[config.mk]
export PLATFORM = sky130hd
export DESIGN_NAME = segment_allocation_check_table_unit
export DESIGN_NICKNAME = d
export VERILOG_FILES = /design/src/sv/sact_pkg.sv /design/src/sv/sact_ram.sv /design/src/sv/segment_allocation_check_table_unit.sv
export VERILOG_INCLUDE_DIRS = /design/src /design/src/sv
export SDC_FILE = /design/constraint.sdc
export NUM_CORES = 1
export LEC_CHECK = 0
export ABC_AREA = 0
export BUFFER_PORTS_ARGS = -buffer_cell sky130_fd_sc_hd__buf_2
export CAP_MARGIN = 20
export CELL_PAD_IN_SITES_DETAIL_PLACEMENT = 1
export CELL_PAD_IN_SITES_GLOBAL_PLACEMENT = 1
export CORE_MARGIN = 8
export CORE_UTILIZATION = 54
export CTS_CLUSTER_DIAMETER = 80
export DETAILED_ROUTE_END_ITERATION = 10
export GPL_ROUTABILITY_DRIVEN = 0
export GPL_TIMING_DRIVEN = 0
export PLACE_DENSITY_LB_ADDON = 0.12
export SYNTH_ARGS = -nofsm -noshare
export SYNTH_HDL_FRONTEND = slang
export SYNTH_SLANG_ARGS = --single-unit
export TNS_END_PERCENT = 1
[constraint.sdc]
create_clock -name clk -period 18.2 [get_ports clk]
set_input_delay 0 -clock clk [delete_from_list [all_inputs] [get_ports clk]]
set_output_delay 0 -clock clk [all_outputs]
set_load 0.05 [all_outputs]
[src/sv/segment_allocation_check_table_unit_defines.svh]
// ----------------------------------------------------------------------------
// segment allocation check table - assertion macros
// shared concurrent assertion forms, clocked and reset-qualified
// ----------------------------------------------------------------------------
`ifndef SEGMENT_ALLOCATION_CHECK_TABLE_UNIT_DEFINES_SVH
`define SEGMENT_ALLOCATION_CHECK_TABLE_UNIT_DEFINES_SVH

// same-cycle implication
`define SACT_ASSERT_IMP(label, clk, rst_n, ante, cons) \
	label: assert property (@(posedge clk) disable iff (!(rst_n)) (ante) |-> (cons)) \
		else $error("sact assertion failed");

// next-cycle implication
`define SACT_ASSERT_NXT(label, clk, rst_n, ante, cons) \
	label: assert property (@(posedge clk) disable iff (!(rst_n)) (ante) |=> (cons)) \
		else $error("sact assertion failed");

`endif

[src/sv/sact_pkg.sv]
// ----------------------------------------------------------------------------
// sact_pkg
// command and reason codes and the table entry layout
// ----------------------------------------------------------------------------
`timescale 1ns / 1ps

package sact_pkg;

	localparam logic [1:0] CMD_ALLOC  = 2'd0;
	localparam logic [1:0] CMD_ACCESS = 2'd1;
	localparam logic [1:0] CMD_CLEAR  = 2'd2;

	localparam logic [2:0] RSN_OK      = 3'd0;
	localparam logic [2:0] RSN_OVERLAP = 3'd1;
	localparam logic [2:0] RSN_LIMIT   = 3'd2;
	localparam logic [2:0] RSN_FULL    = 3'd3;
	localparam logic [2:0] RSN_NOENTRY = 3'd4;
	localparam logic [2:0] RSN_BEYOND  = 3'd5;

	localparam logic [15:0] MEM_LIMIT_RESET = 16'd1024;

	// one table entry as stored in the entry ram
	typedef struct packed {
		logic [7:0] proc_num;
		logic [9:0] seg_id;
		logic [9:0] seg_base;
		logic [9:0] seg_size;
	} entry_t;

endpackage

[src/sv/sact_ram.sv]
// ----------------------------------------------------------------------------
// sact_ram
// generic single write port, single read port ram with registered read
// ----------------------------------------------------------------------------
`timescale 1ns / 1ps

module sact_ram #(
	parameter int WIDTH = 38,
	parameter int DEPTH = 16
) (
	input  logic                     clk,
	input  logic                     we,
	input  logic [$clog2(DEPTH)-1:0] waddr,
	input  logic [WIDTH-1:0]         wdata,
	input  logic                     re,
	input  logic [$clog2(DEPTH)-1:0] raddr,
	output logic [WIDTH-1:0]         rdata
);

	logic [WIDTH-1:0] mem_q [DEPTH];

	always_ff @(posedge clk) begin
		if (we) begin
			mem_q[waddr] <= wdata;
		end
		if (re) begin
			rdata <= mem_q[raddr];
		end
	end

endmodule

[src/sv/segment_allocation_check_table_unit.sv]
// ----------------------------------------------------------------------------
// segment_allocation_check_table_unit
// memory-protection table: allocate, access check and clear of segments
// ----------------------------------------------------------------------------
// Each request word (cmd, proc_num, seg_id, seg_base, seg_offset) returns one
// result word (fault, reason). Allocate and access walk the whole table:
// a single compare unit steps through the entry ram one entry per cycle,
// then a drain step compares the last ram read, a finish step decides and
// writes back once the output register is free, and the block returns to
// idle to take the next word. Clear and the unused command skip the walk
// and go straight to the finish step. in_ready is low while a request
// is in work; a finished result waits in the output register, so a new
// request can be taken while the previous result is still unclaimed. The
// mem_limit register (reset 1024) is written through the cfg port, which is
// always ready and must only be used while the block is idle.
`timescale 1ns / 1ps
`include "segment_allocation_check_table_unit_defines.svh"

module segment_allocation_check_table_unit
	import sact_pkg::*;
#(
	parameter int TABLE_ENTRIES = 16
) (
	input  logic        clk,
	input  logic        arst_n,
	// request channel
	input  logic        in_valid,
	output logic        in_ready,
	input  logic [1:0]  cmd,
	input  logic [7:0]  proc_num,
	input  logic [9:0]  seg_id,
	input  logic [9:0]  seg_base,
	input  logic [9:0]  seg_offset,
	// result channel
	output logic        out_valid,
	input  logic        out_ready,
	output logic        fault,
	output logic [2:0]  reason,
	// configuration channel
	input  logic        cfg_valid,
	output logic        cfg_ready,
	input  logic [15:0] cfg_data
);

	localparam int IDX_W = $clog2(TABLE_ENTRIES);
	localparam logic [IDX_W-1:0] LAST_IDX = IDX_W'(TABLE_ENTRIES - 1);

	typedef enum logic [1:0] {
		ST_IDLE,
		ST_SCAN,
		ST_DRAIN,
		ST_FINISH
	} state_t;

	state_t state_q;

	// latched request word
	logic [1:0] cmd_q;
	logic [7:0] proc_q;
	logic [9:0] id_q;
	logic [9:0] base_q;
	logic [9:0] off_q;

	logic [15:0] mem_limit_q;
	logic [TABLE_ENTRIES-1:0] valid_q;

	// scan address and the compare stage one behind it
	logic [IDX_W-1:0] scan_q;
	logic             cmp_vld_s1;
	logic [IDX_W-1:0] cmp_idx_s1;

	// sticky scan results
	logic             ovl_q;
	logic             hit_q;
	logic             fits_q;
	logic             free_found_q;
	logic [IDX_W-1:0] free_q;

	// output register
	logic       out_valid_q;
	logic       fault_q;
	logic [2:0] reason_q;

	// ram side
	entry_t rd_entry;
	entry_t wr_entry;
	logic   ram_we;
	logic   ram_re;

	// shared compare unit
	logic ent_v;
	logic base_eq;
	logic pid_eq;
	logic ovl_now;
	logic hit_now;
	logic fits_now;

	// decision
	logic       fin_go;
	logic       res_fault;
	logic [2:0] res_reason;
	logic       do_write;

	assign in_ready  = (state_q == ST_IDLE);
	assign cfg_ready = 1'b1;
	assign out_valid = out_valid_q;
	assign fault     = fault_q;
	assign reason    = reason_q;

	// one entry against the latched request
	always_comb begin
		ent_v    = valid_q[cmp_idx_s1];
		base_eq  = (rd_entry.seg_base == base_q);
		pid_eq   = (rd_entry.proc_num == proc_q) && (rd_entry.seg_id == id_q);
		ovl_now  = ent_v && (base_eq || pid_eq);
		hit_now  = ent_v && base_eq && pid_eq;
		fits_now = (off_q <= rd_entry.seg_size);
	end

	// final verdict once the whole table has been looked at
	always_comb begin
		res_fault  = 1'b0;
		res_reason = RSN_OK;
		do_write   = 1'b0;
		case (cmd_q)
			CMD_ALLOC: begin
				if (ovl_q) begin
					res_fault  = 1'b1;
					res_reason = RSN_OVERLAP;
				end else if (16'(base_q) > mem_limit_q) begin
					res_fault  = 1'b1;
					res_reason = RSN_LIMIT;
				end else if (!free_found_q) begin
					res_fault  = 1'b1;
					res_reason = RSN_FULL;
				end else begin
					do_write = 1'b1;
				end
			end
			CMD_ACCESS: begin
				if (!hit_q) begin
					res_fault  = 1'b1;
					res_reason = RSN_NOENTRY;
				end else if (!fits_q) begin
					res_fault  = 1'b1;
					res_reason = RSN_BEYOND;
				end
			end
			default: begin
				res_fault  = 1'b0;
				res_reason = RSN_OK;
			end
		endcase
	end

	// finish only when the output register is free or being emptied
	assign fin_go = (state_q == ST_FINISH) && (!out_valid_q || out_ready);
	assign ram_we = fin_go && do_write;
	assign ram_re = (state_q == ST_SCAN);

	always_comb begin
		wr_entry.proc_num = proc_q;
		wr_entry.seg_id   = id_q;
		wr_entry.seg_base = base_q;
		wr_entry.seg_size = off_q;
	end

	sact_ram #(
		.WIDTH ($bits(entry_t)),
		.DEPTH (TABLE_ENTRIES)
	) u_entry_ram (
		.clk   (clk),
		.we    (ram_we),
		.waddr (free_q),
		.wdata (wr_entry),
		.re    (ram_re),
		.raddr (scan_q),
		.rdata (rd_entry)
	);

	always_ff @(posedge clk or negedge arst_n) begin
		if (!arst_n) begin
			state_q      <= ST_IDLE;
			mem_limit_q  <= MEM_LIMIT_RESET;
			valid_q      <= '0;
			scan_q       <= '0;
			cmp_vld_s1   <= 1'b0;
			cmp_idx_s1   <= '0;
			ovl_q        <= 1'b0;
			hit_q        <= 1'b0;
			fits_q       <= 1'b0;
			free_found_q <= 1'b0;
			free_q       <= '0;
			out_valid_q  <= 1'b0;
			fault_q      <= 1'b0;
			reason_q     <= RSN_OK;
			cmd_q        <= CMD_ALLOC;
			proc_q       <= '0;
			id_q         <= '0;
			base_q       <= '0;
			off_q        <= '0;
		end else begin
			if (cfg_valid && cfg_ready) begin
				mem_limit_q <= cfg_data;
			end

			// result handed over, unless the next one is loaded at this edge
			if (out_valid_q && out_ready && !fin_go) begin
				out_valid_q <= 1'b0;
			end

			// collect compare results of the entry read last cycle
			if (cmp_vld_s1) begin
				if (ovl_now) begin
					ovl_q <= 1'b1;
				end
				if (hit_now && !hit_q) begin
					hit_q  <= 1'b1;
					fits_q <= fits_now;
				end
				if (!ent_v && !free_found_q) begin
					free_found_q <= 1'b1;
					free_q       <= cmp_idx_s1;
				end
			end

			case (state_q)
				ST_IDLE: begin
					if (in_valid) begin
						cmd_q        <= cmd;
						proc_q       <= proc_num;
						id_q         <= seg_id;
						base_q       <= seg_base;
						off_q        <= seg_offset;
						scan_q       <= '0;
						cmp_vld_s1   <= 1'b0;
						ovl_q        <= 1'b0;
						hit_q        <= 1'b0;
						fits_q       <= 1'b0;
						free_found_q <= 1'b0;
						// clear and unused codes need no table walk
						if (cmd == CMD_ALLOC || cmd == CMD_ACCESS) begin
							state_q <= ST_SCAN;
						end else begin
							state_q <= ST_FINISH;
						end
					end
				end
				ST_SCAN: begin
					cmp_vld_s1 <= 1'b1;
					cmp_idx_s1 <= scan_q;
					if (scan_q == LAST_IDX) begin
						state_q <= ST_DRAIN;
					end else begin
						scan_q <= scan_q + 1'b1;
					end
				end
				ST_DRAIN: begin
					// last entry is compared in this cycle
					cmp_vld_s1 <= 1'b0;
					state_q    <= ST_FINISH;
				end
				ST_FINISH: begin
					if (fin_go) begin
						out_valid_q <= 1'b1;
						fault_q     <= res_fault;
						reason_q    <= res_reason;
						if (cmd_q == CMD_CLEAR) begin
							valid_q <= '0;
						end else if (do_write) begin
							valid_q[free_q] <= 1'b1;
						end
						state_q <= ST_IDLE;
					end
				end
				default: begin
					state_q <= ST_IDLE;
				end
			endcase
		end
	end

	// a new entry never lands on a live slot
	`SACT_ASSERT_IMP(a_no_overwrite, clk, arst_n, ram_we, !valid_q[free_q])
	// fault and reason code agree
	`SACT_ASSERT_IMP(a_fault_reason, clk, arst_n, out_valid_q,
		fault_q == (reason_q != RSN_OK))
	// busy after taking a request
	`SACT_ASSERT_NXT(a_busy_after_accept, clk, arst_n, in_valid && in_ready, !in_ready)
	// clear empties the whole table
	`SACT_ASSERT_NXT(a_clear_empties, clk, arst_n, fin_go && cmd_q == CMD_CLEAR,
		valid_q == '0)

endmodule
; ---- Word-level counts from Yosys, hierarchy flattened
; Memories as Yosys holds them, arrays and structs flattened. A register that Yosys moved wholly into a read port is not among the register bits.
; Cells that the tools add are included.
[totals]
regBits = 96
mem_bits_rw = 608
input_bits = 61
output_inout_bits = 7
word_cells = 126
n_memories = 1
[op_classes]
addsub = 1
magnitude_cmp = 5
n_eq_ne = 14
mux = 53
n_bitwise = 1
reduce_logical = 32
[memory_table]
columns = name, depth, word_bits, read_ports, rd_ports_with_merged_regs, wr, line
row1 = u_entry_ram.mem_q, 16, 38, 1, 1, 1, sact_ram.sv:20  ; logic [WIDTH-1:0] mem_q [DEPTH];
[op_table]
columns = operator, count
row1 = $mux W1, 33
row2 = $mux W16, 2
row3 = $eq A10 B10 Y1, 2
row4 = $gt A10 B16 Y1, 1
row5 = $or A16 B16 Y16, 1
row6 = $mux W2, 7
row7 = $logic_and A1 B1 Y1, 11
row8 = $le A10 B10 Y1, 1
row9 = $lt A4 B5 Y1 const B, 2
row10 = $reduce_and A3 Y1, 3
row11 = $eq A8 B8 Y1, 1
row12 = $mux W4, 2
row13 = $pmux W2 S4, 1
row14 = $pmux W4 S2, 1
row15 = $reduce_and A2 Y1, 4
row16 = $eq A2 B1 Y1 const B, 3
row17 = $eq A2 B2 Y1 const B, 3
row18 = $logic_not A2 Y1, 3
row19 = $mux W3, 2
row20 = $ne A2 B2 Y1 const B, 3
row21 = $pmux W3 S2, 1
row22 = $logic_not A1 Y1, 5
row23 = $add A4 B1 Y4 const B, 1
row24 = $bmux W1 S4, 1
row25 = 9 further kinds, 12

; ---- Logic depth before layout (Yosys ltp)
[depth]
ltp_word = 9
depth_mapped = 10
ltp_nobuf = 9

; ---- By module
; From an unflattened synthesis, not the netlist that was laid out.
[unflattened]
cells_unflattened = 1419
hier_area_um2 = 28808.9
[by_module_without_submodules]
columns = module, instances, cells_each, area_each_um2, seq_area_each_um2
row1 = sact_ram, 1, 989, 23950.5, 19398.6
row2 = segment_allocation_check_table_unit, 1, 430, 4858.4, 2403.6

; ---- Least setup slack after synthesis
; No wires, ideal clock.
[synth_path]
kind = register to register
startpoint = register base_q[1]
endpoint = memory u_entry_ram.mem_q[0][0], enable pin
setup_time_ns = 0.528
arrival_ns = 5.538
t_required_ns = 17.672
setup_slack_ns = 12.134
stages_incl_launch_ff = 9
n_path_buf = 0
synth_period_minus_slack_ns = 6.066
cell_sequence = dfrtp_1 -> ha_1 -> nor2b_1 -> o21a_1 -> o21a_1 -> o21bai_1 -> a2111oi_4 -> nand3b_4 -> nor4_1
[synth_via]
elab_chain_len = 7
[synth_lines]
columns = element, line
row1 = from (decl), segment_allocation_check_table_unit.sv:61  ; logic [9:0] base_q;
row2 = from (signal assigned), segment_allocation_check_table_unit.sv:233  ; base_q <= seg_base;
row3 = $gt A10 B16 Y1, segment_allocation_check_table_unit.sv:130  ; end else if (16'(base_q) > mem_limit_q) begin
row4 = $mux W1, segment_allocation_check_table_unit.sv:130
row5 = $mux W1, segment_allocation_check_table_unit.sv:127  ; if (ovl_q) begin
row6 = $mux W1, segment_allocation_check_table_unit.sv:125  ; case (cmd_q)
row7 = $logic_and A1 B1 Y1, segment_allocation_check_table_unit.sv:158  ; assign ram_we = fin_go && do_write;
row8 = $mux W1, sact_ram.sv:23  ; if (we) begin
row9 = $mux W1 (implied by the code), sact_ram.sv:24  ; mem_q[waddr] <= wdata;
row10 = to (decl), sact_ram.sv:20
; No other way between the ends.

; ---- Worst setup path in the final report
[layout_path]
startpoint = register base_q[1]
endpoint = memory u_entry_ram.mem_q[14][15], enable pin
; The elaborated chain is that of the path after synthesis.

==> results by stage <==
GRT:
- The total routing resource utilization after global routing is 25.1%.
- The number of antenna violations at the first check in global routing is 0.
- The first global-routing pass estimated 109 mm of wire.
- The number of global-route vias before repair is 15,818.
- Global routing finished with a remaining overflow of 0.
- The maximum number of pins on one net before global-route repair is 65.

CTS:
- The total clock sinks is 742.
- After clock tree synthesis, the repair step resized 0 gates.
- Counting along the longest clock path gives a buffer depth of 3.
- After clock tree synthesis, the clock-pin slew on the worst setup and hold paths is 70 ps.
- Clock latency on the worst-skew pair, taken at its later pin, is 610 ps.
- The number of setup buffers added after CTS is 0.
- The root buffer selected by CTS is sky130_fd_sc_hd__clkbuf_16.
- The level count of the clock H-tree is 3.
- Buffers inserted during clock tree synthesis total 76.
- TritonCTS built the clock tree.

Synth:
- Counting every net in the synthesized netlist gives about 1,400.
- Of the synthesized area, sequential elements account for around three quarters.
- The most frequent cell after synthesis is sky130_fd_sc_hd__edfxtp_1.
- The number of instances in the synthesized netlist is 1,312.
- The cell area that synthesis handed to floorplanning was 28,900 um2.
- The biggest area contributor in the post-synthesis netlist is sky130_fd_sc_hd__edfxtp_1.
- The per-instance average area after synthesis is 22.0 um2.
- Sorting the synthesized cells by area gives the leading types as sky130_fd_sc_hd__edfxtp_1 67%, sky130_fd_sc_hd__mux4_2 15%, sky130_fd_sc_hd__dfrtp_1 8.2%.
- Counting instances in the post-synthesis netlist gives the leading cell types as 646 x sky130_fd_sc_hd__edfxtp_1, 191 x sky130_fd_sc_hd__mux4_2, 95 x sky130_fd_sc_hd__dfrtp_1, 52 x sky130_fd_sc_hd__mux2_2, 35 x sky130_fd_sc_hd__clkbuf_1.
- Of all flip-flops after synthesis, the portion carrying an async set or reset was between 10% and 20%.
- The synthesized design contains approximately 740 register bits.
- The number of enable-type register cells in the synthesized netlist is 646.
- The commonest register cell after synthesis is sky130_fd_sc_hd__edfxtp_1.
- During synthesis, Yosys emitted a total of 0 warnings.
- The area share of the largest cell type after synthesis is 67.2%.
- The number of distinct library cell variants in the gate-level netlist after synthesis is 55.

Drt:
- The first routing iteration left 1,457 violations.
- The detailed-routing iteration count for the pre-antenna-repair pass is 7.
- The detailed router placed 14,622 vias in this run.
- The number of nets with antenna violations after detailed routing is 0.
- The average wire per cell in the routed design is ~32 um.
- The total length of routed wires is 74.5 mm.
- The via-per-instance ratio is ~6.2.
- In the routed design, unresolved DRC markers number 0.

Timing:
- The number of failing hold endpoints at the final stage is 0.
- Measured against its own limit, the worst slew margin works out to 25.6%.
- The setup TNS is 0 ps.
- Dividing the final minimum period by the clock period gives roughly 24%.
- The actual slew at the worst max-slew pin is 1110 ps.
- The post-layout minimum cycle time is 4390 ps.
- Setup violations remaining at the end of the flow were counted as 0.
- Static timing analysis puts the maximum clock frequency at about 230 MHz.
- Setup repair after global routing left no endpoint under its margin.
- The final worst setup slack is 13,810 ps.
- The number of slew-limit violations in the final report is 0.
- Across the routed clock network, the largest skew measured is a little over 20 ps.

Placed design:
- Detailed placement finished with a half-perimeter wire length of 48.4 mm.
- The standard cell area after detailed placement is 31,100 um2.
- In this run the tool buffered the top-level ports with between 60 and 70 buffer cells.
- At the placement stage, the worst setup path has a slack of 13,890 ps.

Run:
- The number of maximum-capacitance constraint violations is 0.

Cells and area:
- The sequential cells in the finished layout cover a total of 21,800 um2.
- The final-stage net count is 1,697.
- The final non-filler cell area is roughly 34,000 um2.
- The number of antenna diodes in the final layout is 0.
- The layout filler cell count is 4,265.
- In the final layout, the multi-input gates occupy between 6000 and 7000 um2.
- From synthesis to final layout, the design area changed by 18.7%.
- The share of post-route cells with drive strength above 1 is 33.6%.

Die:
- After floorplanning, the core was sized to cover 52,800 um2.
- The width of the chip is 247 um.
- During I/O placement, the number of pins put on the boundary was 68.
- Once the floorplan was initialized, standard cells occupied 54.7% of the core.
- The height of the chip is around 250 um.
- In this run the core area contains 84 standard-cell rows.
- The area of the die is 61,100 um2.

Status:
- The flow ran to the end, and the final reports show no timing, DRC or antenna violations.

Power and ir drop:
- The power density relative to cell area is between 100 and 150 nW/um2.
- Across the VDD grid, the largest voltage drop is 136 uV.
- The analysis attributes to cell leakage a power of 11.6 nW.

Worst setup path:
- At the worst endpoint, the required time is roughly 19,000 ps.
- The critical register-to-register path endpoint is u_entry_ram.mem_q[14][15].
- The number of cells on the worst reg-to-reg path is 12.
- STA classifies the critical path startpoint as a register.
- At the worst endpoint, the arrival time is 4690 ps.
- The element type at the critical path end is a register.
- The worst register-to-register path begins at base_q[1].
- Setup slack on the worst reg-to-reg path comes out at 13,810 ps.
- The largest driver fanout on the critical path is 19.
- The type of the worst setup path is register to register.

Min path:
- The destination of the worst hold path is mem_limit_q[2].
- The number of cells traversed by the worst hold path is 3.
- The path class of the tightest hold or removal check is primary input to register.
- The launch point of the worst hold path is cfg_valid.
-- area by class of cell --
cell class                      count  share of cell area, %
Inverter                           27                  0.296
Clock buffer                       99                   6.19
Timing Repair Buffer              221                   5.68
Clock inverter                     38                   1.08
Sequential cell                   742                   63.6
Buffer                             61                  0.854
Multi-Input combinational cell    482                   19.8
Tap cell                          688                   2.51
-- kinds of logic (layout without fill, tap and decap cells) --
kind of cell | Yosys count | after routing | synth area share [%]
other cells | 1 | 1 | 0.0130
compound gates | 66 | 66 | 1.70
mux | 253 | 253 | 17.4
flops | 742 | 742 | 75.5
buf+inv | 88 | 446 | 1.36
xor+xnor | 28 | 28 | 0.849
fa+ha+maj | 25 | 25 | 1.08
simple gates | 109 | 109 | 2.07
-- report_power, final --
part           switching (mW)  total [mW]  internal [mW]
clock network           0.642        1.56          0.921
logic                   0.463       0.845          0.382
registers               0.262        2.44           2.18
-- worst max path at each step --
stage	startpoint	to	slack, ps	depth (start not counted)
final	base_q[1]	u_entry_ram.mem_q[14][15]	13810	12
after global routing	base_q[1]	u_entry_ram.mem_q[14][15]	13670	12
after CTS	base_q[1]	u_entry_ram.mem_q[14][15]	13880	12
after detailed placement	base_q[1]	u_entry_ram.mem_q[14][15]	13890	12
after global placement	base_q[1]	u_entry_ram.mem_q[3][24]	6360	8
after floorplan	base_q[1]	u_entry_ram.mem_q[0][0]	12130	8
-- sequential cells by signal, summed over array words and instances (netlist names) --
| register | flops |
|---|---|
| cmd_q | 2 |
| free_q | 4 |
| id_q | 10 |
| cmp_vld_s1 | 1 |
| mem_limit_q | 16 |
| u_entry_ram.rdata | 38 |
| base_q | 10 |
| reason | 3 |
| valid_q | 16 |
| out_valid | 1 |
| ovl_q | 1 |
| proc_q | 8 |
| hit_q | 1 |
| fits_q | 1 |
| scan_q | 4 |
| free_found_q | 1 |
| fault | 1 |
| off_q | 10 |
| u_entry_ram.mem_q | 608 |
| state_q | 2 |
| cmp_idx_s1 | 4 |
-- routing by layer --
layer	global-route usage, %	vias up	wire (um)
met5	0	-	0
met4	5.92	0	1410
li1	-	6053	-
met3	3.84	97	3890
met2	43.5	499	38900
met1	33.5	7973	30300
-- worst max-delay path: stages, from the launching register on --
cell and delay [ps]:
sky130_fd_sc_hd__dfrtp_1 680, sky130_fd_sc_hd__ha_1 340, sky130_fd_sc_hd__nor2b_1 140, sky130_fd_sc_hd__o21a_1 170, sky130_fd_sc_hd__o21a_1 170, sky130_fd_sc_hd__o21bai_1 260
sky130_fd_sc_hd__a2111oi_4 230, sky130_fd_sc_hd__nand3b_4 300, sky130_fd_sc_hd__buf_6 210, sky130_fd_sc_hd__nor3_2 900, sky130_fd_sc_hd__buf_6 270, sky130_fd_sc_hd__buf_6 150
sky130_fd_sc_hd__buf_4 210
-- through the flow --
stage	std cells	hold WS (ps)	power [mW]	util [%]
floorplan	1312	-296	2.92	-
global placement	2065	214	3.24	57.0
detailed placement	2152	32.4	3.30	58.9
CTS	2355	1.92	4.89	64.9
global route	2358	123	5.02	65.0
finish	2358	68.4	4.85	65.0
-- repair_timing --
action                                  CTS  global route
hold endpoints to repair                156             0
hold buffers                             66             0
endpoints found under the setup margin    0             0
-- layout by cell type, fill, tap and decap left out, types with 7 or more instances in the layout --
cell type	netlist	layout
sky130_fd_sc_hd__edfxtp_1	646	646
sky130_fd_sc_hd__mux4_2	191	191
sky130_fd_sc_hd__dfrtp_1	95	95
sky130_fd_sc_hd__clkbuf_16	0	79
sky130_fd_sc_hd__buf_2	12	76
sky130_fd_sc_hd__dlygate4sd3_1	0	65
sky130_fd_sc_hd__buf_6	2	55
sky130_fd_sc_hd__mux2_2	52	52
sky130_fd_sc_hd__clkbuf_1	35	47
sky130_fd_sc_hd__buf_4	6	36
sky130_fd_sc_hd__inv_1	27	27
sky130_fd_sc_hd__nand2_1	25	25
sky130_fd_sc_hd__ha_1	25	24
sky130_fd_sc_hd__o21ai_0	18	18
sky130_fd_sc_hd__xor2_1	16	16
sky130_fd_sc_hd__clkinv_1	0	14
sky130_fd_sc_hd__nor2_1	13	13
sky130_fd_sc_hd__nor3_2	0	12
sky130_fd_sc_hd__xnor2_1	12	12
sky130_fd_sc_hd__nor4_1	14	10
sky130_fd_sc_hd__clkinv_2	0	10
sky130_fd_sc_hd__o21a_1	9	9
sky130_fd_sc_hd__nand4_1	8	8
sky130_fd_sc_hd__a21o_1	8	8
sky130_fd_sc_hd__clkbuf_8	1	8
sky130_fd_sc_hd__nand2b_1	7	7
sky130_fd_sc_hd__bufinv_16	0	7
sky130_fd_sc_hd__buf_8	0	7
No activity file was read; power rests on OpenSTA's default activity.
